`src/rtl/rmr_pkg.sv`:
```
`timescale 1ns / 1ps
// ----------------------------------------------------------------------------
// rmr_pkg
// Shared constants, codes and types of the region material remapper.
// ----------------------------------------------------------------------------
package rmr_pkg;

  localparam int COORD_WIDTH_DEF = 32;
  localparam int ROT_STEPS_DEF   = 16;
  localparam int MAT_WIDTH_DEF   = 16;

  localparam int CFG_IDX_W  = 4;
  localparam int CFG_DATA_W = 64;
  localparam int BOUND_W    = 32;
  localparam int MVAL_W     = 17;
  localparam int MLIM_W     = 16;

  localparam int ANG_W   = 26;
  localparam int SQ_IN_W = 31;
  localparam int SQ_W    = 64;
  localparam int ROOT_W  = 32;
  localparam int RAD_W   = 33;
  localparam int RAD_LAT = 3 + ROOT_W;

  // Angles are degrees in Q16.16, scaled from radians by 180/pi.
  localparam logic signed [ANG_W-1:0] DEG90_Q16  = 26'sd5898240;
  localparam logic signed [ANG_W-1:0] DEG180_Q16 = 26'sd11796480;

  localparam logic signed [ANG_W-1:0] ATAN_DEG_Q16 [0:31] = '{
    26'sd2949120, 26'sd1740967, 26'sd919879, 26'sd466945,
    26'sd234379,  26'sd117304,  26'sd58666,  26'sd29335,
    26'sd14668,   26'sd7334,    26'sd3667,   26'sd1833,
    26'sd917,     26'sd458,     26'sd229,    26'sd115,
    26'sd57,      26'sd29,      26'sd14,     26'sd7,
    26'sd4,       26'sd2,       26'sd1,      26'sd0,
    26'sd0,       26'sd0,       26'sd0,      26'sd0,
    26'sd0,       26'sd0,       26'sd0,      26'sd0
  };

  typedef enum logic [2:0] {
    MODE_ALL     = 3'd0,
    MODE_XYZ     = 3'd1,
    MODE_CYL     = 3'd2,
    MODE_XYZ_ANY = 3'd3,
    MODE_CYL_ANY = 3'd4
  } region_mode_t;

  typedef enum logic [CFG_IDX_W-1:0] {
    REG_REGION_MODE = 4'd0,
    REG_UPDATE_KIND = 4'd1,
    REG_MAT_VALUE   = 4'd2,
    REG_MAT_LOW     = 4'd3,
    REG_MAT_HIGH    = 4'd4,
    REG_AXIS1       = 4'd5,
    REG_AXIS2       = 4'd6,
    REG_AXIS3       = 4'd7
  } cfg_reg_t;

  typedef struct packed {
    logic [2:0]               region_mode;
    logic                     update_kind;
    logic signed [MVAL_W-1:0] mat_value;
    logic [MLIM_W-1:0]        mat_low;
    logic [MLIM_W-1:0]        mat_high;
    logic [2*BOUND_W-1:0]     axis1_bounds;
    logic [2*BOUND_W-1:0]     axis2_bounds;
    logic [2*BOUND_W-1:0]     axis3_bounds;
  } cfg_t;

endpackage

```
`src/rtl/rmr_select.sv`:
```
`timescale 1ns / 1ps
// ----------------------------------------------------------------------------
// rmr_select
// Region and material tests, update with saturation, and result register.
// ----------------------------------------------------------------------------
module rmr_select #(
  parameter int COORD_WIDTH = rmr_pkg::COORD_WIDTH_DEF,
  parameter int MAT_WIDTH   = rmr_pkg::MAT_WIDTH_DEF
) (
  input  logic                              clk,
  input  logic                              rst_n,
  input  logic                              en,
  input  rmr_pkg::cfg_t                     cfg,
  input  logic                              in_valid,
  input  logic signed [COORD_WIDTH-1:0]     x,
  input  logic signed [COORD_WIDTH-1:0]     y,
  input  logic signed [COORD_WIDTH-1:0]     z,
  input  logic [MAT_WIDTH-1:0]              mat,
  input  logic [rmr_pkg::RAD_W-1:0]         rad,
  input  logic signed [rmr_pkg::ANG_W-1:0]  ang,
  output logic                              res_valid,
  output logic [MAT_WIDTH-1:0]              res_mat,
  output logic                              res_changed
);

  localparam int PW  = (COORD_WIDTH > rmr_pkg::RAD_W ? COORD_WIDTH : rmr_pkg::RAD_W) + 1;
  localparam int MW  = (MAT_WIDTH > rmr_pkg::MLIM_W ? MAT_WIDTH : rmr_pkg::MLIM_W) + 1;
  localparam int SW  = (MAT_WIDTH > rmr_pkg::MVAL_W ? MAT_WIDTH : rmr_pkg::MVAL_W) + 2;
  localparam int BW  = rmr_pkg::BOUND_W;

  function automatic logic in_range(input logic signed [PW-1:0] p,
                                    input logic [2*BW-1:0] packed_b);
    logic signed [PW-1:0] lo;
    logic signed [PW-1:0] hi;
    lo = $signed({{(PW-BW){packed_b[BW-1]}}, packed_b[BW-1:0]});
    hi = $signed({{(PW-BW){packed_b[2*BW-1]}}, packed_b[2*BW-1:BW]});
    return (p >= lo) && (p <= hi);
  endfunction

  logic                 cyl;
  logic signed [PW-1:0] p1, p2, p3;
  logic [MW-1:0]        m_ext, lo_ext, hi_ext;
  logic signed [SW-1:0] v_ext, sum;
  logic [MAT_WIDTH-1:0] new_nxt;
  logic                 box_nxt, mok_nxt;

  logic                 v1_r, box_r, mok_r;
  logic [MAT_WIDTH-1:0] new_r, mat_r;
  logic                 sel;

  logic                 res_valid_r, res_changed_r;
  logic [MAT_WIDTH-1:0] res_mat_r;

  assign cyl = (cfg.region_mode == rmr_pkg::MODE_CYL) ||
               (cfg.region_mode == rmr_pkg::MODE_CYL_ANY);

  assign p1 = cyl ? $signed({{(PW-rmr_pkg::RAD_W){1'b0}}, rad})
                  : $signed({{(PW-COORD_WIDTH){x[COORD_WIDTH-1]}}, x});
  assign p2 = cyl ? $signed({{(PW-rmr_pkg::ANG_W){ang[rmr_pkg::ANG_W-1]}}, ang})
                  : $signed({{(PW-COORD_WIDTH){y[COORD_WIDTH-1]}}, y});
  assign p3 = $signed({{(PW-COORD_WIDTH){z[COORD_WIDTH-1]}}, z});

  assign box_nxt = in_range(p1, cfg.axis1_bounds) && in_range(p2, cfg.axis2_bounds) &&
                   in_range(p3, cfg.axis3_bounds);

  assign m_ext   = {{(MW-MAT_WIDTH){1'b0}}, mat};
  assign lo_ext  = {{(MW-rmr_pkg::MLIM_W){1'b0}}, cfg.mat_low};
  assign hi_ext  = {{(MW-rmr_pkg::MLIM_W){1'b0}}, cfg.mat_high};
  assign mok_nxt = (m_ext >= lo_ext) && (m_ext <= hi_ext);

  assign v_ext = $signed({{(SW-rmr_pkg::MVAL_W){cfg.mat_value[rmr_pkg::MVAL_W-1]}},
                          cfg.mat_value});
  assign sum   = cfg.update_kind ? ($signed({{(SW-MAT_WIDTH){1'b0}}, mat}) + v_ext) : v_ext;

  always_comb begin
    if (sum[SW-1]) begin
      new_nxt = '0;
    end else if (|sum[SW-1:MAT_WIDTH]) begin
      new_nxt = '1;
    end else begin
      new_nxt = sum[MAT_WIDTH-1:0];
    end
  end

  always_comb begin
    unique case (cfg.region_mode) inside
      rmr_pkg::MODE_ALL:                         sel = mok_r;
      rmr_pkg::MODE_XYZ, rmr_pkg::MODE_CYL:      sel = box_r && mok_r;
      rmr_pkg::MODE_XYZ_ANY, rmr_pkg::MODE_CYL_ANY: sel = box_r;
      default:                                   sel = 1'b0;
    endcase
  end

  always_ff @(posedge clk) begin
    if (!rst_n) begin
      v1_r        <= 1'b0;
      res_valid_r <= 1'b0;
    end else if (en) begin
      v1_r        <= in_valid;
      res_valid_r <= v1_r;
    end
  end

  always_ff @(posedge clk) begin
    if (en) begin
      box_r         <= box_nxt;
      mok_r         <= mok_nxt;
      new_r         <= new_nxt;
      mat_r         <= mat;
      res_mat_r     <= sel ? new_r : mat_r;
      res_changed_r <= sel;
    end
  end

  assign res_valid   = res_valid_r;
  assign res_mat     = res_mat_r;
  assign res_changed = res_changed_r;

endmodule

```
`config.mk`:
```
export PLATFORM = sky130hd
export DESIGN_NAME = rmr_select
export DESIGN_NICKNAME = d
export VERILOG_FILES = /design/src/rtl/rmr_pkg.sv /design/src/rtl/rmr_select.sv
export SDC_FILE = /design/constraint.sdc
export NUM_CORES = 1
export LEC_CHECK = 0
export BUFFER_PORTS_ARGS = -buffer_cell sky130_fd_sc_hd__buf_4
export CORE_AREA = 2 2 171 173
export DETAILED_ROUTE_END_ITERATION = 7
export DIE_AREA = 0 0 173 175
export GPL_ROUTABILITY_DRIVEN = 0
export GPL_TIMING_DRIVEN = 0
export PLACE_DENSITY = 0.64
export SLEW_MARGIN = 20
export SYNTH_ARGS = -nofsm -noshare
export SYNTH_HDL_FRONTEND = slang
export SYNTH_SLANG_ARGS = --single-unit
```
`constraint.sdc`:
```
create_clock -name clk -period 6.85 [get_ports clk]
set_input_delay 0.685 -clock clk [delete_from_list [all_inputs] [get_ports clk]]
set_output_delay 0.685 -clock clk [all_outputs]
set_load 0.05 [all_outputs]
```
# Word-level counts from Yosys, hierarchy flattened

Index checks and enable logic that the tools add are counted.

Register bits: 53
Word-level logic and storage cells: 39

Add/subtract/negate cells: 1
Magnitude comparators: 8
Equality and inequality tests: 4
Mux-type cells: 6
Reductions and logical operators: 12

Operators with widths:

| operator             | number |
|---|---|
| $ge A34 B32 Y1       | 2 |
| $le A34 B32 Y1       | 2 |
| $mux W34             | 2 |
| $ge A32 B32 Y1       | 1 |
| $le A32 B32 Y1       | 1 |
| $mux W16             | 2 |
| $mux W19             | 1 |
| $add A17 B17 Y18     | 1 |
| $ge A16 B16 Y1       | 1 |
| $le A16 B16 Y1       | 1 |
| $logic_and A1 B1 Y1  | 7 |
| $eq A3 B2 Y1 const B | 2 |
| $reduce_or A2 Y1     | 2 |
| $eq A3 B1 Y1 const B | 1 |
| $eq A3 B3 Y1 const B | 1 |
| $logic_not A3 Y1     | 1 |
| $pmux W1 S3          | 1 |
| $reduce_or A3 Y1     | 1 |
| $logic_or A1 B1 Y1   | 1 |

# Logic depth before layout (Yosys ltp)

Word-level depth: 7
Gate-level depth with buffers: 15

# Worst setup path after synthesis

OpenSTA, ideal clock, no wires.

Path kind: input-to-reg
From: in cfg[244] in the netlist's numbering
To: reg box_r, data pin
Setup time: 0.150 ns
Data arrival time: 3.619 ns
Data required time: 6.700 ns
Setup slack: 3.081 ns
Stages: 15
Cell sequence: xor2_1 nor2b_1 clkbuf_1 clkbuf_1 nand2_1 nand2_1 ha_1 a21oi_1 o21ai_1 a221o_1 a2111o_1 a211oi_1 mux2i_1 o22ai_1 nor3_2

Cells in the longest elaborated chain, start to end: 7
Elaborated cells on any way between the ends: 13

Ends and longest elaborated chain:

| element                                                 | line                               | source |
|---|---|---|
| start: declaration                                      | rmr_select.sv:13                   | `input rmr_pkg::cfg_t cfg,` |
| $eq A3 B2 Y1 / $eq A3 B3 Y1 (equally long branches)     | rmr_select.sv:54, rmr_select.sv:55 |  |
| $logic_or A1 B1 Y1 *                                    | rmr_select.sv:54                   | `assign cyl = (cfg.region_mode == rmr_pkg::MODE_CYL) \|\|` |
| $mux W34, on equally long branches                      | rmr_select.sv:57, rmr_select.sv:59 |  |
| $ge A34 B32 Y1 / $le A34 B32 Y1 (equally long branches) | rmr_select.sv:37                   | `return (p >= lo) && (p <= hi);` |
| $logic_and A1 B1 Y1                                     | rmr_select.sv:37                   |  |
| $logic_and A1 B1 Y1 * (2 in series)                     | rmr_select.sv:63                   | `assign box_nxt = in_range(p1, cfg.axis1_bounds) && in_range(p2, cfg.axis2_bounds) &&` |
| net box_nxt                                             | rmr_select.sv:45                   | `logic box_nxt, mok_nxt;` |
| end signal: assignment                                  | rmr_select.sv:106                  | `box_r <= box_nxt;` |
| end: declaration                                        | rmr_select.sv:47                   | `logic v1_r, box_r, mok_r;` |

The timed path passes the listed nets; every way through them passes the cells marked *.
A chain may end at the register's enable or synchronous reset.

# Final worst setup path

Same ends and word-level chain as after synthesis.

==> reports/metrics.cfg <==
[setup_path]
critical-path-top-delay-family = compound AO/OA/AOI/OAI gates
r2r_end = res_mat[10]
rr_worst_depth = 6
critical_path.cell_chain = buf_4 -> xor2_1 -> nor2b_1 -> clkbuf_1 -> clkbuf_1 -> nand2_1 -> nand2_1 -> ha_1 -> a21oi_1 -> o21ai_1 -> a221o_1 -> a2111o_1 -> a211oi_1 -> mux2i_1 -> o22ai_1 -> nor3_2
worstSetupPathType = in -> reg
crit_fanout = 10
arrival_ns = 4.64
cp-end-kind = flip-flop
regToRegStartpoint = box_r
crit_path_start = cfg[244]
crit_buf_inv = 3
slowest_delay_ns = 0.50
reg2reg_slack_ns = 4.54
crit_slowest_cell = clkbuf_1
critPathRequiredTime_ns = 6.87
start_kind = input port
crit_end = box_r
path_depth = 16

[job]
cap_violations = 0

[clock_network]
cts_resized = 0
clkTransAtPathRegs_ns = 0.06
cts_tree = built
hold_buffers = 0
cts_buffer_depth = 2
cts_setup_buffers = 0
htreeDepth = 2
clock_latency_ns = 0.30
numCtsBuffers = 5
clock-root-buffer = clkbuf_16
clock_sinks = 53

[sta]
fin_skew_ns = 0.01090
setup_viol = 0
slew_headroom = 0.5076
setup_tns_ns = 0
period_minus_slack_ns = 4.612
rsz0062_at_grt = no
worst_pin_slew_ns = 0.7386
fmax_mhz = 216.8
hold_viol_final = 0
fin_crit_sh = 0.6733
maxSlewViolCount = 0

[finish]
area_delta_synth_final_pct = 42.01
drive_above_1_share = 0.2815
final_common_cell = buf_4
final_cell_mix = buf_4 (437), ha_1 (244), inv_1 (237)
finalCoreUtilization = 0.4677
fin_nets = 2341

[yosys]
ys_types = 67
yosys_warnings = 0
synthesis.area_um2 = 9351
synth_top_cell_by_area = ha_1
synth_edf_count = 51
synthFlopType = edfxtp_1
seq_area_frac_synth = 0.1680
synth_area_per_cell_um2 = 7.590
synthCells = 1232
synth_seq_cells = 53
syn_nets = 1897
async_reset_ff_frac = 0
synth_top_area_frac = 0.3265
synth_area_leaders = ha_1 (33%), edfxtp_1 (16%), inv_1 (9.5%)

[die]
io_pins = 438
die_area_um2 = 30280
initial_core_util = 0.3294
die_y_um = 175
rows = 62
core-area_um2 = 28390
die_w_um = 173

[placement]
port_buffers = 437
dp_hpwl_mm = 31.16

[route]
vias = 10141
wl_mm = 34.69
antenna_left = 0
firstDrtPassIters = 5
drtIter0Drc = 456
routed_via_density = 4.906
routedWlPerCell_um = 16.78
drcViolationCount = 0

[power_and_ir_drop]
peakVddDrop_uv = 120.9
total_power_uw = 1505
p_leak_uw = 0.007528
powerDensity_nw_per_um2 = 113.3

[outcome]
status = completed

[global_route]
grt_pass1_wl_mm = 53.61
gr-total-overflow = 0
grt_max_degree = 54
antenna_found_initial = 6
track_usage = 0.2231
grt_pass1_vias = 10187

[worst_hold_path]
hold_path.class = reg -> reg
hp-start = v1_r

[synthesized netlist by cell type (5+ instances only)]
cell type	n
a211oi_1	13
o211ai_1	9
nand2_1	219
xnor2_1	5
mux2_2	16
o21ai_0	44
mux2i_1	10
a31oi_1	7
and3_1	5
nand4_1	38
clkbuf_1	17
a21o_1	36
inv_1	237
edfxtp_1	51
a21oi_1	97
xor2_1	5
nor2b_1	14
nor4_1	6
ha_1	244
nor2_1	36
nor3_1	11
o21ai_1	12
nand2b_1	10
nand3_1	21
[how the worst min path moves through the flow]
stage,end,cells after the start
after floorplan,v1_r,2
after global placement,v1_r,2
after detailed placement,res_valid,2
after CTS,res_valid,2
after global routing,res_mat[7],1
final,v1_r,2
[power by group]
| part | leakage [µW] | switching, µW | internal [µW] |
|---|---|---|---|
| combinational | 0.00694 | 435 | 410 |
| clock | 0.0000769 | 112 | 146 |
| sequential | 0.000515 | 7.71 | 395 |
[metrics by stage]
| stage | hold WS, ns | instances | area [µm²] | setup WS [ns] |
|---|---|---|---|---|
| floorplan | 0.4824 | 1232 | 9351 | 3.081 |
| global placement | 0.5010 | 2053 | 13110 | 1.915 |
| detailed placement | 0.5259 | 2053 | 13110 | 1.893 |
| CTS | 0.5427 | 2061 | 13270 | 2.185 |
| global route | 0.5572 | 2067 | 13280 | 1.955 |
| finish | 0.5360 | 2067 | 13280 | 2.238 |
[cells by family after synthesis]
family,share of synthesized area
buf+inv,0.1037
mux,0.02997
fa+ha+maj,0.3286
xor+xnor,0.009365
flops,0.1680
simple gates,0.1866
compound gates,0.1737
[metal layers]
| layer | vias to the layer above | part of all wire | track usage |
|---|---|---|---|
| li1 | 5184 | - | - |
| met1 | 4554 | 0.41 | 0.2646 |
| met2 | 354 | 0.50 | 0.4032 |
| met3 | 47 | 0.066 | 0.04417 |
| met4 | 2 | 0.029 | 0.07133 |
| met5 | - | 0.00023 | 0 |
[tightest hold or removal path, cell delays in order, from the launching register on]
cell	delay [ns]
dfxtp_1	0.31
mux2i_1	0.12
nor2b_1	0.06
[state kept, by name, indices dropped and copies added, names as in the netlist]
register	flops
box_r	1
mat_r	16
mok_r	1
new_r	16
res_changed	1
res_mat	16
res_valid	1
v1_r	1
[cell type report]
cell class | instances | area, µm²
Fill cell | 2893 | 15110
Multi-Input combinational cell | 921 | 6810
Timing Repair Buffer | 437 | 3281
Buffer | 21 | 80.08
Tap cell | 384 | 480.5
Antenna cell | 6 | 15.01
Inverter | 237 | 889.6
Sequential cell | 53 | 1572
Clock buffer | 6 | 138.9
Clock inverter | 2 | 13.76
No activity file was read; power rests on OpenSTA's default activity.
