### src/rtl/rmr_pkg.sv
`timescale 1ns / 1ps
// ----------------------------------------------------------------------------
// rmr_pkg
// Shared constants, codes and types of the region material remapper.
// ----------------------------------------------------------------------------
package rmr_pkg;

  localparam int COORD_WIDTH_DEF = 32;
  localparam int ROT_STEPS_DEF   = 16;
  localparam int MAT_WIDTH_DEF   = 16;

  localparam int CFG_IDX_W  = 4;
  localparam int CFG_DATA_W = 64;
  localparam int BOUND_W    = 32;
  localparam int MVAL_W     = 17;
  localparam int MLIM_W     = 16;

  localparam int ANG_W   = 26;
  localparam int SQ_IN_W = 31;
  localparam int SQ_W    = 64;
  localparam int ROOT_W  = 32;
  localparam int RAD_W   = 33;
  localparam int RAD_LAT = 3 + ROOT_W;

  // Angles are degrees in Q16.16, scaled from radians by 180/pi.
  localparam logic signed [ANG_W-1:0] DEG90_Q16  = 26'sd5898240;
  localparam logic signed [ANG_W-1:0] DEG180_Q16 = 26'sd11796480;

  localparam logic signed [ANG_W-1:0] ATAN_DEG_Q16 [0:31] = '{
    26'sd2949120, 26'sd1740967, 26'sd919879, 26'sd466945,
    26'sd234379,  26'sd117304,  26'sd58666,  26'sd29335,
    26'sd14668,   26'sd7334,    26'sd3667,   26'sd1833,
    26'sd917,     26'sd458,     26'sd229,    26'sd115,
    26'sd57,      26'sd29,      26'sd14,     26'sd7,
    26'sd4,       26'sd2,       26'sd1,      26'sd0,
    26'sd0,       26'sd0,       26'sd0,      26'sd0,
    26'sd0,       26'sd0,       26'sd0,      26'sd0
  };

  typedef enum logic [2:0] {
    MODE_ALL     = 3'd0,
    MODE_XYZ     = 3'd1,
    MODE_CYL     = 3'd2,
    MODE_XYZ_ANY = 3'd3,
    MODE_CYL_ANY = 3'd4
  } region_mode_t;

  typedef enum logic [CFG_IDX_W-1:0] {
    REG_REGION_MODE = 4'd0,
    REG_UPDATE_KIND = 4'd1,
    REG_MAT_VALUE   = 4'd2,
    REG_MAT_LOW     = 4'd3,
    REG_MAT_HIGH    = 4'd4,
    REG_AXIS1       = 4'd5,
    REG_AXIS2       = 4'd6,
    REG_AXIS3       = 4'd7
  } cfg_reg_t;

  typedef struct packed {
    logic [2:0]               region_mode;
    logic                     update_kind;
    logic signed [MVAL_W-1:0] mat_value;
    logic [MLIM_W-1:0]        mat_low;
    logic [MLIM_W-1:0]        mat_high;
    logic [2*BOUND_W-1:0]     axis1_bounds;
    logic [2*BOUND_W-1:0]     axis2_bounds;
    logic [2*BOUND_W-1:0]     axis3_bounds;
  } cfg_t;

endpackage

### src/rtl/rmr_cfg_if.sv
`timescale 1ns / 1ps
// ----------------------------------------------------------------------------
// rmr_cfg_if
// Configuration write channel: register index and write data.
// ----------------------------------------------------------------------------
interface rmr_cfg_if;
  logic                            valid;
  logic                            ready;
  logic [rmr_pkg::CFG_IDX_W-1:0]   index;
  logic [rmr_pkg::CFG_DATA_W-1:0]  data;

  modport source (output valid, output index, output data, input ready);
  modport sink (input valid, input index, input data, output ready);
endinterface

### src/rtl/rmr_cfg_regs.sv
`timescale 1ns / 1ps
// ----------------------------------------------------------------------------
// rmr_cfg_regs
// Configuration register file, written one register per transfer.
// ----------------------------------------------------------------------------
module rmr_cfg_regs (
  input  logic          clk,
  input  logic          rst_n,
  rmr_cfg_if.sink       cfg_ch,
  output rmr_pkg::cfg_t cfg
);

  rmr_pkg::cfg_t cfg_r;
  rmr_pkg::cfg_t cfg_nxt;

  assign cfg_ch.ready = 1'b1;
  assign cfg          = cfg_r;

  always_comb begin
    cfg_nxt = cfg_r;
    if (cfg_ch.valid) begin
      unique case (cfg_ch.index)
        rmr_pkg::REG_REGION_MODE: cfg_nxt.region_mode  = cfg_ch.data[2:0];
        rmr_pkg::REG_UPDATE_KIND: cfg_nxt.update_kind  = cfg_ch.data[0];
        rmr_pkg::REG_MAT_VALUE:   cfg_nxt.mat_value    = $signed(cfg_ch.data[rmr_pkg::MVAL_W-1:0]);
        rmr_pkg::REG_MAT_LOW:     cfg_nxt.mat_low      = cfg_ch.data[rmr_pkg::MLIM_W-1:0];
        rmr_pkg::REG_MAT_HIGH:    cfg_nxt.mat_high     = cfg_ch.data[rmr_pkg::MLIM_W-1:0];
        rmr_pkg::REG_AXIS1:       cfg_nxt.axis1_bounds = cfg_ch.data;
        rmr_pkg::REG_AXIS2:       cfg_nxt.axis2_bounds = cfg_ch.data;
        rmr_pkg::REG_AXIS3:       cfg_nxt.axis3_bounds = cfg_ch.data;
        default: ;
      endcase
    end
  end

  always_ff @(posedge clk) begin
    if (!rst_n) begin
      cfg_r <= '0;
    end else begin
      cfg_r <= cfg_nxt;
    end
  end

endmodule

### src/flat_wrapper.sv
// flat-port wrapper written by rule: the top's interface ports become plain ports
module rmr_cfg_regs_flat 
  (clk, rst_n, cfg, cfg_ch_valid, cfg_ch_index, cfg_ch_data, cfg_ch_ready);
  rmr_cfg_if cfg_ch_i ();
  input  logic clk;
  input  logic rst_n;
  output rmr_pkg::cfg_t cfg;
  input wire logic [$bits(cfg_ch_i.valid)-1:0] cfg_ch_valid;
  input wire logic [$bits(cfg_ch_i.index)-1:0] cfg_ch_index;
  input wire logic [$bits(cfg_ch_i.data)-1:0] cfg_ch_data;
  output wire logic [$bits(cfg_ch_i.ready)-1:0] cfg_ch_ready;
  assign cfg_ch_i.valid = cfg_ch_valid;
  assign cfg_ch_i.index = cfg_ch_index;
  assign cfg_ch_i.data = cfg_ch_data;
  assign cfg_ch_ready = cfg_ch_i.ready;
  rmr_cfg_regs u_core (.clk(clk), .rst_n(rst_n), .cfg_ch(cfg_ch_i), .cfg(cfg));
endmodule
### config.mk
export PLATFORM = sky130hd
export DESIGN_NAME = rmr_cfg_regs_flat
export DESIGN_NICKNAME = d
export VERILOG_FILES = /design/src/rtl/rmr_pkg.sv /design/src/rtl/rmr_cfg_if.sv /design/src/rtl/rmr_cfg_regs.sv /design/src/flat_wrapper.sv
export SDC_FILE = /design/constraint.sdc
export NUM_CORES = 1
export LEC_CHECK = 0
export BUFFER_PORTS_ARGS = -buffer_cell sky130_fd_sc_hd__buf_4
export CAP_MARGIN = 20
export CORE_MARGIN = 5
export CORE_UTILIZATION = 53
export CTS_CLUSTER_DIAMETER = 40
export DETAILED_ROUTE_END_ITERATION = 12
export GPL_TIMING_DRIVEN = 0
export PLACE_DENSITY = 0.85
export REMOVE_ABC_BUFFERS = 1
export SKIP_LAST_GASP = 1
export SYNTH_ARGS = -nofsm -noshare
export SYNTH_HDL_FRONTEND = slang
export SYNTH_SLANG_ARGS = --single-unit
### constraint.sdc
create_clock -name clk -period 3.34 [get_ports clk]
set_input_delay 0.668 -clock clk [delete_from_list [all_inputs] [get_ports clk]]
set_output_delay 0.668 -clock clk [all_outputs]
set_load 0.1 [all_outputs]
# After elaboration in Yosys (flattened, before gate mapping)
# Cells that the tools add are included.
# word_totals
regBits	245
latchBits	0
mem_bits_rw	0
rom_bits	0
input_bits	71
word_cells	24
mem_count	0
# classes
n_addsub	0
n_mul	0
div_mod_pow	0
magnitude_cmp	0
n_eq_ne	7
n_shift	0
muxes	0
bitwise_logic	0
n_reduce_logical	9
# op_table
op	count
$eq A4 B3 Y1 const B	4
$reduce_and A2 Y1	8
$eq A4 B2 Y1 const B	2
$eq A4 B1 Y1 const B	1
$logic_not A4 Y1	1

# Longest topological paths before layout
# Gate-level depths: netlist of run 1.
# depth
word_depth	2
mapped_depth	5
depth_no_buf	3

# Worst setup path after synthesis of run 1
# No wires, ideal clock.
# synth_timing
path_kind	in2reg
from	input port cfg_ch_index[3]
to	register u_core.cfg_r, in the netlist u_core.cfg[131]
setup_ns	0.072
arrival_ns	1.609
path_slack_ns	1.660
path_stages	5
path_buffers	2
path_cell_list	nand3b_1 -> nor3b_1 -> buf_4 -> buf_6 -> mux2i_1
# synth_between
elab_chain_cells	2
# synth_rtl
element	line_no	source
from (decl)	flat_wrapper.sv:9	input wire logic [$bits(cfg_ch_i.index)-1:0] cfg_ch_index;
$eq A4 B3 Y1	rmr_cfg_regs.sv:22	unique case (cfg_ch.index)
$reduce_and A2 Y1 (no line)	-	
to (signal assigned)	rmr_cfg_regs.sv:40	cfg_r <= cfg_nxt;
to (decl)	rmr_cfg_regs.sv:13	rmr_pkg::cfg_t cfg_r;
# Every way passes these cells.
# A chain may end at the register's enable or synchronous reset.

# Worst setup path after layout of run 1
# layout_timing
from	input port cfg_ch_index[3]
to	register u_core.cfg_r, in the netlist u_core.cfg[157]
# Same word-level chain as after synthesis.

==> results of run 1 <==
per-layer routing:
metal  up-vias  share of wire  routed length, um
li1       3493              -                  -
met1      3331           0.39               9580
met2       270           0.48              11800
met3        60          0.097               2400
met4         0          0.035                871
met5         -              0                  0
stage by stage:
| stage | cell area, sq um | util | instances | hold slack [ns] | TNS (ns) |
|---|---|---|---|---|---|
| 3_5_place_dp | 11600 | 0.696 | 1369 | 0.446 | 0 |
| 2_1_floorplan | 8630 | - | 814 | 0.816 | -505.37 |
| 5_1_grt | 12600 | 0.756 | 1422 | 0.445 | 0 |
| 6_report | 12600 | 0.756 | 1422 | 0.449 | 0 |
| 4_1_cts | 12600 | 0.756 | 1422 | 0.434 | 0 |
| 3_3_place_gp | 11300 | 0.677 | 1349 | 0.442 | -934.56 |
cells by family (layout without fill, tap and decap cells):
group,count (synthesis),in the layout,share of synthesized area
muxes,245,245,0.272
buffers and inverters,59,388,0.0420
and+or+nand+nor,323,323,0.140
other,1,1,0.000416
DFF,245,245,0.545
cell type report:
class | instances | area [sq um] | share of cell area
sequential | 245 | 4900 | 0.390
clock buffer | 37 | 838 | 0.0666
timing repair buffer | 335 | 2670 | 0.212
tap | 220 | 275 | 0.0219
clock inverter | 16 | 163 | 0.0129
multi-input combinational | 569 | 3730 | 0.297
worst max-delay path, stage by stage:
cell and delay (ns):
buf_4 0.14, nand3b_1 0.24, nor3b_2 0.66, buf_6 0.25
buf_6 0.18, buf_6 0.18, buf_6 0.19, mux2i_1 0.24
placed cells by master, fill, tap and decap left out, drive strengths merged:
cell type  count
buf          335
bufinv         2
clkbuf        37
clkinv         7
clkinvlp       3
conb           1
dfxtp        245
inv            4
mux2i        245
nand2        312
nand3          3
nand3b         1
nor2           2
nor2b          1
nor3           1
nor3b          2
nor4b          1
power by group:
| group | internal (mW) | switching [mW] | total (mW) |
|---|---|---|---|
| Combinational | 0.163 | 0.460 | 0.623 |
| Sequential | 2.96 | 0.0208 | 2.98 |
| Clock | 1.94 | 1.25 | 3.19 |
| Total | 5.07 | 1.73 | 6.80 |
cells in the mapped netlist (all sizes together):
library cell,n
buf,29
clkbuf,30
conb,1
dfxtp,245
mux2i,245
nand2,312
nand3,3
nand3b,1
nor2,2
nor2b,1
nor3,1
nor3b,2
nor4b,1
how the worst max path moves through the flow:
stage / from / end / slack (ns) / depth (start not counted)
after CTS: cfg_ch_index[3] / u_core.cfg[157]$_SDFFE_PN0P_ / 1.02 / 8
final: cfg_ch_index[3] / u_core.cfg[157]$_SDFFE_PN0P_ / 1.01 / 8
after global placement: cfg_ch_index[3] / u_core.cfg[159]$_SDFFE_PN0P_ / -8.46 / 4
after detailed placement: cfg_ch_index[3] / u_core.cfg[157]$_SDFFE_PN0P_ / 0.51 / 8
after floorplan: cfg_ch_index[3] / u_core.cfg[128]$_SDFFE_PN0P_ / -4.91 / 3
after global routing: cfg_ch_index[3] / u_core.cfg[157]$_SDFFE_PN0P_ / 0.92 / 8
==> Implementation_results.wiki, run 1 <==
{| class="wikitable"
! Metric !! Value
|-
| Reg-to-Reg Start || u_core.cfg[193]$_SDFFE_PN0P_
|-
| Chip width || 140 um
|-
| Share of final-layout standard cells stronger than drive strength 1 || 0.326
|-
| Post-Synthesis Cells || just under 900
|-
| Total power density per cell area || between 500 and 600 mW/mm^2
|-
| Count of routing violations after the opening detailed-route iteration || 286
|-
| Placed wire-length estimate after detailed placement || around 17000 um
|-
| Number of placement rows || 47
|-
| DRC viols || 0
|-
| Setup Slack @ Placement || about 0.51 ns
|-
| Clock sinks || approximately 250
|-
| Inserted Clock Buffers || 30
|-
| Number of max-cap violations || 0
|-
| Share of the clock period used by the worst path after layout || 0.699
|-
| Post-CTS setup buffers || 0
|-
| Maximum number of pins on one net before global-route repair || 132
|-
| Remaining number of nets flagged by the antenna check after routing || 0
|-
| Crit path max fanout || 9
|-
| Die Ht || roughly 140 um
|-
| Global-route layer with the greatest usage || met2
|-
| Global-route wire length before repair || between 30000 and 40000 um
|-
| Worst Hold Class || in2reg
|-
| Category of the critical setup timing path || in2reg
|-
| Routed Wire Length || 24600 um
|-
| Total of buffers placed on input and output ports || between 300 and 400
|-
| Global placer's final weighted congestion || approximately 0.78
|-
| PostCTS Resize Cnt || 0
|-
| Endpoint of the worst hold path || u_core.cfg[127]$_SDFFE_PN0P_
|-
| Via count of the first global-routing pass || 7273
|-
| First-pass detailed-route iteration total || 4
|-
| Buffer cell driving the clock tree root || clkbuf_16
|-
| FF-to-FF End || u_core.cfg[193]$_SDFFE_PN0P_
|-
| Number of buffers inserted by hold repair at cts || 0
|-
| Startpoint of the worst hold path || cfg_ch_data[63]
|-
| Number of flip-flops and latches in the synthesized netlist || between 200 and 250
|-
| Clock tree from TritonCTS || built
|-
| Final Skew || 0 ns
|-
| Max Freq || 428 MHz
|-
| Endpoint class of the critical path || flip-flop
|-
| Synth area leaders || dfxtp_1, mux2i_1, nand2_1, clkbuf_1, buf_8
|-
| Met1 GRT Util || 0.276
|-
| Peak VDD IR || 424 uV
|-
| H-tree level count || 1
|-
| Number of failing setup endpoints in the final timing report || 0
|-
| Number of distinct standard cells referenced by the synthesized netlist || 20
|-
| Final Hold Vio Count || 0
|-
| Instance count along the most critical hold path || 3
|-
| Fraction of the yosys area taken by sequential cells || 0.545
|-
| Number of nets in the final layout || 1252
|-
| Number of antenna violations at the first check in global routing || 0
|-
| M2 GR Usage || 0.407
|-
| Cell taking the most area after synthesis || dfxtp_1
|-
| Initial standard-cell utilization of the core || 0.541
|-
| FF-to-FF path depth || 2
|-
| Final period demand of the worst path || ~2.3 ns
|-
| Antenna diode instance count || 0
|-
| RSZ-0062 raised after global routing || false
|-
| Clk Latency, worst-skew pair || roughly 0.52 ns
|-
| All-layer global routing usage || 0.237
|-
| Core box area || between 0.015 and 0.02 sq mm
|-
| Startpoint Class || input port
|-
| Setup slack of the most critical reg-to-reg path || approximately 2.6 ns
|-
| Worst rel slew slack || 0.403
|-
| Via count of the routed design || about 7200
|-
| Arrival time of data at the critical path endpoint || approximately 2.8 ns
|-
| Number of placed I/O pins || 317
|-
| Buffer levels on the longest clock path || 3
|-
| Average cell area after synthesis || around 10 sq um
|-
| Avg WL per Cell || 17.3 um
|-
| Slew of the pin with the lowest slew margin || 0.892 ns
|-
| Final-layout fill cell count || roughly 1100
|-
| Area added between synthesis and finish || 39.8%
|-
| Proportion of netlist area held by the largest area contributor || 0.545
|-
| Drt via density || between 5 and 6
|-
| Die Outline Area || around 0.020 sq mm
|-
| Run status || completed
|-
| Total overflow reported by the global router || 0
|-
| Combined area of all synthesized cells || approximately 0.009 sq mm
|-
| Clk slew on worst S/H paths || approximately 0.06 ns
|-
| Total number of yosys warnings || 0
|-
| Final critical-path setup slack || 1.01 ns
|-
| Routing usage on met3 || 0.0784
|-
| Endpoint required time on the critical path || between 3 and 4 ns
|-
| Max FFs per register || between 200 and 250
|-
| Pins over their slew limit || 0
|-
| Final Total Pwr || between 6 and 7 mW
|-
| Leakage || about 5.6 nW
|}
(Power assumes the default switching activity.)
==> inputs of run 2 (changes only) <==
--- a/config.mk
+++ b/config.mk
@@ -8,11 +8,11 @@
 export BUFFER_PORTS_ARGS = -buffer_cell sky130_fd_sc_hd__buf_4
 export CAP_MARGIN = 20
 export CORE_MARGIN = 5
-export CORE_UTILIZATION = 53
+export CORE_UTILIZATION = 50
 export CTS_CLUSTER_DIAMETER = 40
 export DETAILED_ROUTE_END_ITERATION = 12
 export GPL_TIMING_DRIVEN = 0
-export PLACE_DENSITY = 0.85
+export PLACE_DENSITY = 0.81
 export REMOVE_ABC_BUFFERS = 1
 export SKIP_LAST_GASP = 1
 export SYNTH_ARGS = -nofsm -noshare
==> constraint.sdc (replaced) <==
create_clock -name clk -period 2.2 [get_ports clk]
set_input_delay 0.44 -clock clk [delete_from_list [all_inputs] [get_ports clk]]
set_output_delay 0.44 -clock clk [all_outputs]
set_load 0.1 [all_outputs]
==> run 2 against run 1 <==
  * Worst hold slack got worse by 0.19 ns
  * Critical path depth did not move
  * Via count up 0.17%
  * Combinational power increased by 51%
  * Die area rose by 5.6%
  * Register-to-register slack worse by 1.1 ns
  * Worst setup slack worse by 0.92 ns
  * Sequential share of layout area decreased by 0.49 points
  * Critical endpoint is now u_core.cfg[162]$_SDFFE_PN0P_
  * Largest power group unchanged
  * Highest routed layer unchanged
==> Implementation_results.wiki, run 2 (same netlist as run 1, synthesis figures left out) <==
{| class="wikitable"
! Metric !! Value
|-
| Final standard cell area without fillers || 0.0127 sq mm (was 0.0126 sq mm)
|-
| Max FFs per register || 245 (unchanged)
|-
| Via count of the routed design || 7166 (was 7154)
|-
| Final Total Pwr || 10.7 mW (was 6.80 mW)
|-
| FF+latch area || 0.00490 sq mm (unchanged)
|-
| Total overflow reported by the global router || 0 (unchanged)
|-
| Detail Route met2 WL || 11600 um (was 11800 um)
|-
| Clock sinks || 245 (unchanged)
|-
| Remaining number of nets flagged by the antenna check after routing || 0 (unchanged)
|-
| All-layer global routing usage || 0.223 (was 0.237)
|-
| Share of the core filled with cells in the final layout || 0.714 (was 0.756)
|-
| PostCTS Resize Cnt || 0 (unchanged)
|-
| Inserted Clock Buffers || 35 (was 30)
|-
| Global placer's final weighted congestion || 0.764 (was 0.784)
|-
| Core box area || 0.0178 sq mm (was 0.0166 sq mm)
|-
| Drt via density || 4.98 (was 5.03)
|-
| Die Ht || 144 um (was 140 um)
|-
| Worst rel slew slack || 0.462 (was 0.403)
|-
| H-tree level count || 2 (was 1)
|-
| Highest metal layer used by the detailed router || met4 (unchanged)
|-
| Final Hold Vio Count || 0 (unchanged)
|-
| Number of placed I/O pins || 317 (unchanged)
|-
| Share of final-layout standard cells stronger than drive strength 1 || 0.330 (was 0.326)
|-
| Area used by multi-input combinational logic || 0.00373 sq mm (unchanged)
|-
| Highest-count cells in the layout ignoring fill and taps || buf_4, nand2_1, mux2i_1, dfxtp_1, clkbuf_16 (unchanged)
|-
| Pins over their slew limit || 0 (unchanged)
|-
| Setup TNS Final || 0 ns (unchanged)
|-
| Final period demand of the worst path || around 2.1 ns
|-
| Final Hold Slack || 0.254 ns (was 0.449 ns)
|-
| Antenna diode instance count || 0 (unchanged)
|-
| Clock tree from TritonCTS || built (unchanged)
|-
| Global-route wire length before repair || 37400 um (was 38600 um)
|-
| Leakage || 5.64 nW (was 5.57 nW)
|-
| Most frequent standard cell in the layout excluding fill and tap cells || buf_4 (unchanged)
|-
| Total of buffers placed on input and output ports || 315 (unchanged)
|-
| Number of nets in the final layout || 1257 (was 1252)
|-
| Routed Wire Length || 24400 um (was 24600 um)
|-
| Category of the critical setup timing path || in2reg (unchanged)
|-
| Worst Hold Class || in2reg (unchanged)
|-
| Slew of the pin with the lowest slew margin || 0.807 ns (was 0.892 ns)
|-
| Total placed instance area || 0.0116 sq mm (about the same)
|-
| Buffer cell driving the clock tree root || clkbuf_16 (unchanged)
|-
| Die Outline Area || 0.0208 sq mm (was 0.0197 sq mm)
|-
| Peak VDD IR || 733 uV (was 424 uV)
|-
| DR WL met3 || 2490 um (was 2400 um)
|-
| Max Freq || ~470 MHz
|-
| Run status || completed (unchanged)
|-
| DRC viols || 0 (unchanged)
|-
| Initial standard-cell utilization of the core || 0.505 (was 0.541)
|-
| Clk Latency, worst-skew pair || 0.48 ns (was 0.52 ns)
|-
| Maximum number of pins on one net before global-route repair || 174 (was 132)
|-
| Crit path max fanout || 9 (unchanged)
|-
| RSZ-0062 raised after global routing || false (unchanged)
|-
| Endpoint required time on the critical path || 2.61 ns (was 3.77 ns)
|-
| Via count of the first global-routing pass || 7115 (was 7273)
|-
| Final Skew || 0 ns (unchanged)
|-
| Placed wire-length estimate after detailed placement || 17300 um (was 17200 um)
|-
| Startpoint Class || input port (unchanged)
|-
| Clk slew on worst S/H paths || 0.06 ns (about the same)
|-
| Number of max-cap violations || 0 (unchanged)
|-
| Final-layout fill cell count || 1279 (was 1111)
|-
| Area added between synthesis and finish || 41.6% (was 39.8%)
|-
| Post-Route M1 WL || 9470 um (was 9580 um)
|-
| Total power density per cell area || 843 mW/mm^2 (was 540 mW/mm^2)
|-
| Count of routing violations after the opening detailed-route iteration || 246 (was 286)
|-
| Number of failing setup endpoints in the final timing report || 0 (unchanged)
|-
| Arrival time of data at the critical path endpoint || 2.53 ns (was 2.77 ns)
|-
| Number of buffers inserted by hold repair at cts || 0 (unchanged)
|-
| Number of antenna violations at the first check in global routing || 0 (unchanged)
|-
| Chip width || 144 um (was 140 um)
|-
| First-pass detailed-route iteration total || 6 (was 4)
|-
| Buffer levels on the longest clock path || 3 (unchanged)
|-
| Post-CTS setup buffers || 0 (unchanged)
|-
| Endpoint class of the critical path || flip-flop (unchanged)
|-
| Number of placement rows || 49 (was 47)
|-
| Share of the clock period used by the worst path after layout || 0.963
|-
| Avg WL per Cell || 16.9 um (was 17.3 um)
|}
==> run 2: cell count changes in the layout (fill, tap and decap cells not counted) <==
cell       change
buf_8          +4
bufinv_16      -2
clkinv_4       +2
clkinv_8       +1
clkinv_2       -2
inv_6          +3
clkbuf_8       -1
buf_12         +1
buf_6          -5
clkbuf_16      +6
==> run 2: critical path: stages <==
cell	delay, ns
buf_4	0.14
nand3b_1	0.24
nor3b_2	0.70
buf_8	0.24
buf_6	0.19
buf_6	0.18
buf_6	0.17
mux2i_1	0.20
==> run 2: cell type report <==
cell class | count | area share
clock inverters | 18 | 0.0120
multi-input cells | 569 | 0.293
well taps | 229 | 0.0225
repair buffers | 335 | 0.211
clock buffers | 42 | 0.0765
flip-flops and latches | 245 | 0.385
==> run 2: through the flow <==
step | cells | setup slack, ns
5_1_grt | 1438 | 0.0000420
6_report | 1438 | 0.0824
3_5_place_dp | 1378 | -0.386
2_1_floorplan | 814 | -5.82
4_1_cts | 1438 | 0.0856
3_3_place_gp | 1358 | -9.68
==> run 2: layer usage <==
metal / vias up / track usage
li1: 3502 / -
met1: 3343 / 0.258
met2: 267 / 0.378
met3: 54 / 0.0827
met4: 0 / 0.0810
met5: - / 0
==> run 2: power by group <==
part           switching (mW)  internal, mW
clock                    2.05          3.22
combinational           0.695         0.245
sequential             0.0315          4.50
==> run 2: worst paths after layout <==
check	from	to	slack (ns)	depth (start not counted)
setup reg to reg	u_core.cfg[208]$_SDFFE_PN0P_	u_core.cfg[208]$_SDFFE_PN0P_	1.51	2
hold reg to reg	u_core.cfg[159]$_SDFFE_PN0P_	u_core.cfg[159]$_SDFFE_PN0P_	0.45	2
setup / recovery	cfg_ch_index[3]	u_core.cfg[162]$_SDFFE_PN0P_	0.08	8
hold / removal	cfg_ch_data[18]	u_core.cfg[82]$_SDFFE_PN0P_	0.25	3
==> inputs of run 3 (changes only) <==
--- a/config.mk
+++ b/config.mk
@@ -11,7 +11,7 @@
 export CORE_UTILIZATION = 50
 export CTS_CLUSTER_DIAMETER = 40
 export DETAILED_ROUTE_END_ITERATION = 12
-export GPL_TIMING_DRIVEN = 0
+export GPL_TIMING_DRIVEN = 1
 export PLACE_DENSITY = 0.81
 export REMOVE_ABC_BUFFERS = 1
 export SKIP_LAST_GASP = 1
==> run 3 against run 2 <==
  * Clock power rose by 9.7%
  * Sequential power barely moved
  * Maximum frequency rose by 29%
  * Global-route usage rose by 1.5 points
  * Die area did not move
  * Via count rose by 1.6%
  * Utilization rose by 0.50 points
  * Final cell count rose by 0.49%
  * Power rose by 4.9%
  * Worst hold slack got worse by 0.00084 ns
  * Largest cell class unchanged
==> Implementation_results.wiki, run 3 (same netlist as run 1, synthesis figures left out) <==
{| class="wikitable"
! Metric !! Value
|-
| H-tree level count || 2 (unchanged)
|-
| Endpoint required time on the critical path || 1.76 ns (was 2.61 ns)
|-
| Die Ht || 144 um (unchanged)
|-
| Total placed instance area || 0.0116 sq mm (about the same)
|-
| Final period demand of the worst path || 1.64 ns (was 2.12 ns)
|-
| Routed Wire Length || 25300 um (was 24400 um)
|-
| Endpoint class of the critical path || output port (was flip-flop)
|-
| Share of final-layout standard cells stronger than drive strength 1 || 0.333 (was 0.330)
|-
| Inserted Clock Buffers || 34 (was 35)
|-
| Crit path max fanout || 2 (was 9)
|-
| Count of routing violations after the opening detailed-route iteration || 249 (was 246)
|-
| Avg WL per Cell || 17.5 um (was 16.9 um)
|-
| Final-layout fill cell count || 1305 (was 1279)
|-
| Remaining number of nets flagged by the antenna check after routing || 0 (unchanged)
|-
| Final Hold Vio Count || 0 (unchanged)
|-
| Max Freq || 611 MHz (was 472 MHz)
|-
| Clock tree from TritonCTS || built (unchanged)
|-
| Number of nets in the final layout || 1261 (was 1257)
|-
| Core box area || 0.0178 sq mm (unchanged)
|-
| Buffer levels on the longest clock path || 3 (unchanged)
|-
| Share of the clock period used by the worst path after layout || 0.744 (was 0.963)
|-
| Number of max-cap violations || 0 (unchanged)
|-
| Pins over their slew limit || 0 (unchanged)
|-
| Final standard cell count with taps included and fillers excluded || 1445 (was 1438)
|-
| Arrival time of data at the critical path endpoint || 1.20 ns (was 2.53 ns)
|-
| Setup Slack @ Placement || 0.338 ns (was -0.386 ns)
|-
| RSZ-0062 raised after global routing || false (unchanged)
|-
| First-pass detailed-route iteration total || 5 (was 6)
|-
| Final standard cell area without fillers || 0.0128 sq mm (was 0.0127 sq mm)
|-
| Final critical-path setup slack || 0.562 ns (was 0.0824 ns)
|-
| Largest stage delay on the critical path || 0.39 ns (was 0.70 ns)
|-
| All-layer global routing usage || 0.238 (was 0.223)
|-
| Kind of cell adding the most delay to the critical path || flip-flops (was simple AND/OR/NAND/NOR gates)
|-
| Number of buffers inserted by hold repair at cts || 0 (unchanged)
|-
| Total overflow reported by the global router || 0 (unchanged)
|-
| Number of placement rows || 49 (unchanged)
|-
| DRC viols || 0 (unchanged)
|-
| Dpl cells || 1383 (was 1378)
|-
| Global placer's final weighted congestion || 0.813 (was 0.764)
|-
| Area added between synthesis and finish || 42.5% (was 41.6%)
|-
| Buffer cell driving the clock tree root || clkbuf_16 (unchanged)
|-
| Startpoint Class || flip-flop (was input port)
|-
| Clk slew on worst S/H paths || 0.06 ns (about the same)
|-
| Category of the critical setup timing path || reg2out (was in2reg)
|-
| Final Total Pwr || 11.3 mW (was 10.7 mW)
|-
| Final Skew || 0 ns (unchanged)
|-
| Chain of cells forming the critical path || buf_4 (was buf_4 > nand3b_1 > nor3b_2 > buf_8 > buf_6 > buf_6 > buf_6 > mux2i_1)
|-
| Slew of the pin with the lowest slew margin || 0.633 ns (was 0.807 ns)
|-
| Via count of the first global-routing pass || 7518 (was 7115)
|-
| Cell at the slowest stage of the critical path || dfxtp_1 (was nor3b_2)
|-
| Total of buffers placed on input and output ports || 315 (unchanged)
|-
| Worst Hold Class || in2reg (unchanged)
|-
| Antenna diode instance count || 0 (unchanged)
|-
| Leakage || 5.68 nW (was 5.64 nW)
|-
| Clock sinks || 245 (unchanged)
|-
| Sum of buffers and inverters on the critical path || 1 (was 5)
|-
| Global-route wire length before repair || 39600 um (was 37400 um)
|-
| Peak VDD IR || 604 uV (was 733 uV)
|-
| Die Outline Area || 0.0208 sq mm (unchanged)
|-
| Setup TNS Final || 0 ns (unchanged)
|-
| Via count of the routed design || 7284 (was 7166)
|-
| PostCTS Resize Cnt || 0 (unchanged)
|-
| Chip width || 144 um (unchanged)
|-
| Initial standard-cell utilization of the core || 0.505 (unchanged)
|-
| Final Hold Slack || 0.254 ns (about the same)
|-
| Worst rel slew slack || 0.577 (was 0.462)
|-
| Most frequent standard cell in the layout excluding fill and tap cells || buf_4 (unchanged)
|-
| Share of the core filled with cells in the final layout || 0.719 (was 0.714)
|-
| Number of placed I/O pins || 317 (unchanged)
|-
| Total power density per cell area || 878 mW/mm^2 (was 843 mW/mm^2)
|-
| Highest-count cells in the layout ignoring fill and taps || buf_4, nand2_1, mux2i_1, dfxtp_1, clkbuf_16 (unchanged)
|-
| Max FFs per register || 245 (unchanged)
|-
| Maximum number of pins on one net before global-route repair || 66 (was 174)
|-
| Clk Latency, worst-skew pair || 0.48 ns (about the same)
|-
| Drt via density || 5.04 (was 4.98)
|-
| Post-CTS setup buffers || 0 (unchanged)
|-
| Number of failing setup endpoints in the final timing report || 0 (unchanged)
|-
| Placed wire-length estimate after detailed placement || 17400 um (was 17300 um)
|-
| Number of antenna violations at the first check in global routing || 0 (unchanged)
|-
| Run status || completed (unchanged)
|}
## run 3: worst paths after layout
| kind | startpoint | to | slack (ns) | depth (start not counted) |
|---|---|---|---|---|
| setup / recovery | u_core.cfg[20]$_SDFFE_PN0P_ | cfg[20] | 0.56 | 1 |
| hold reg to reg | u_core.cfg[82]$_SDFFE_PN0P_ | u_core.cfg[82]$_SDFFE_PN0P_ | 0.46 | 2 |
| hold / removal | cfg_ch_data[33] | u_core.cfg[33]$_SDFFE_PN0P_ | 0.25 | 3 |
| setup reg to reg | u_core.cfg[10]$_SDFFE_PN0P_ | u_core.cfg[10]$_SDFFE_PN0P_ | 1.53 | 2 |
## run 3: final cells by class
class	count	area (sq um)	area share
Clock inverter	17	230	0.0179
Timing Repair Buffer	340	2670	0.208
Clock buffer	45	1010	0.0784
Tap cell	229	287	0.0223
Sequential cell	245	4900	0.382
Multi-Input combinational cell	569	3730	0.291
## run 3: where the power goes
group / internal (mW) / switching, mW / total (mW)
Combinational: 0.254 / 0.704 / 0.959
Clock: 3.74 / 2.04 / 5.78
Sequential: 4.50 / 0.0325 / 4.53
Total: 8.49 / 2.78 / 11.3
## run 3: worst register-to-register path, stage by stage, from the launching register on
cell and delay [ns]:
dfxtp_1 0.34, nand2_1 0.07, mux2i_1 0.17
## run 3: routing by layer
layer,GRT usage,vias to the layer above,wire (um)
met1,0.277,3440,9630
met3,0.0870,59,2480
met4,0.0810,0,833
met2,0.406,273,12300
met5,0,-,0
li1,-,3512,-
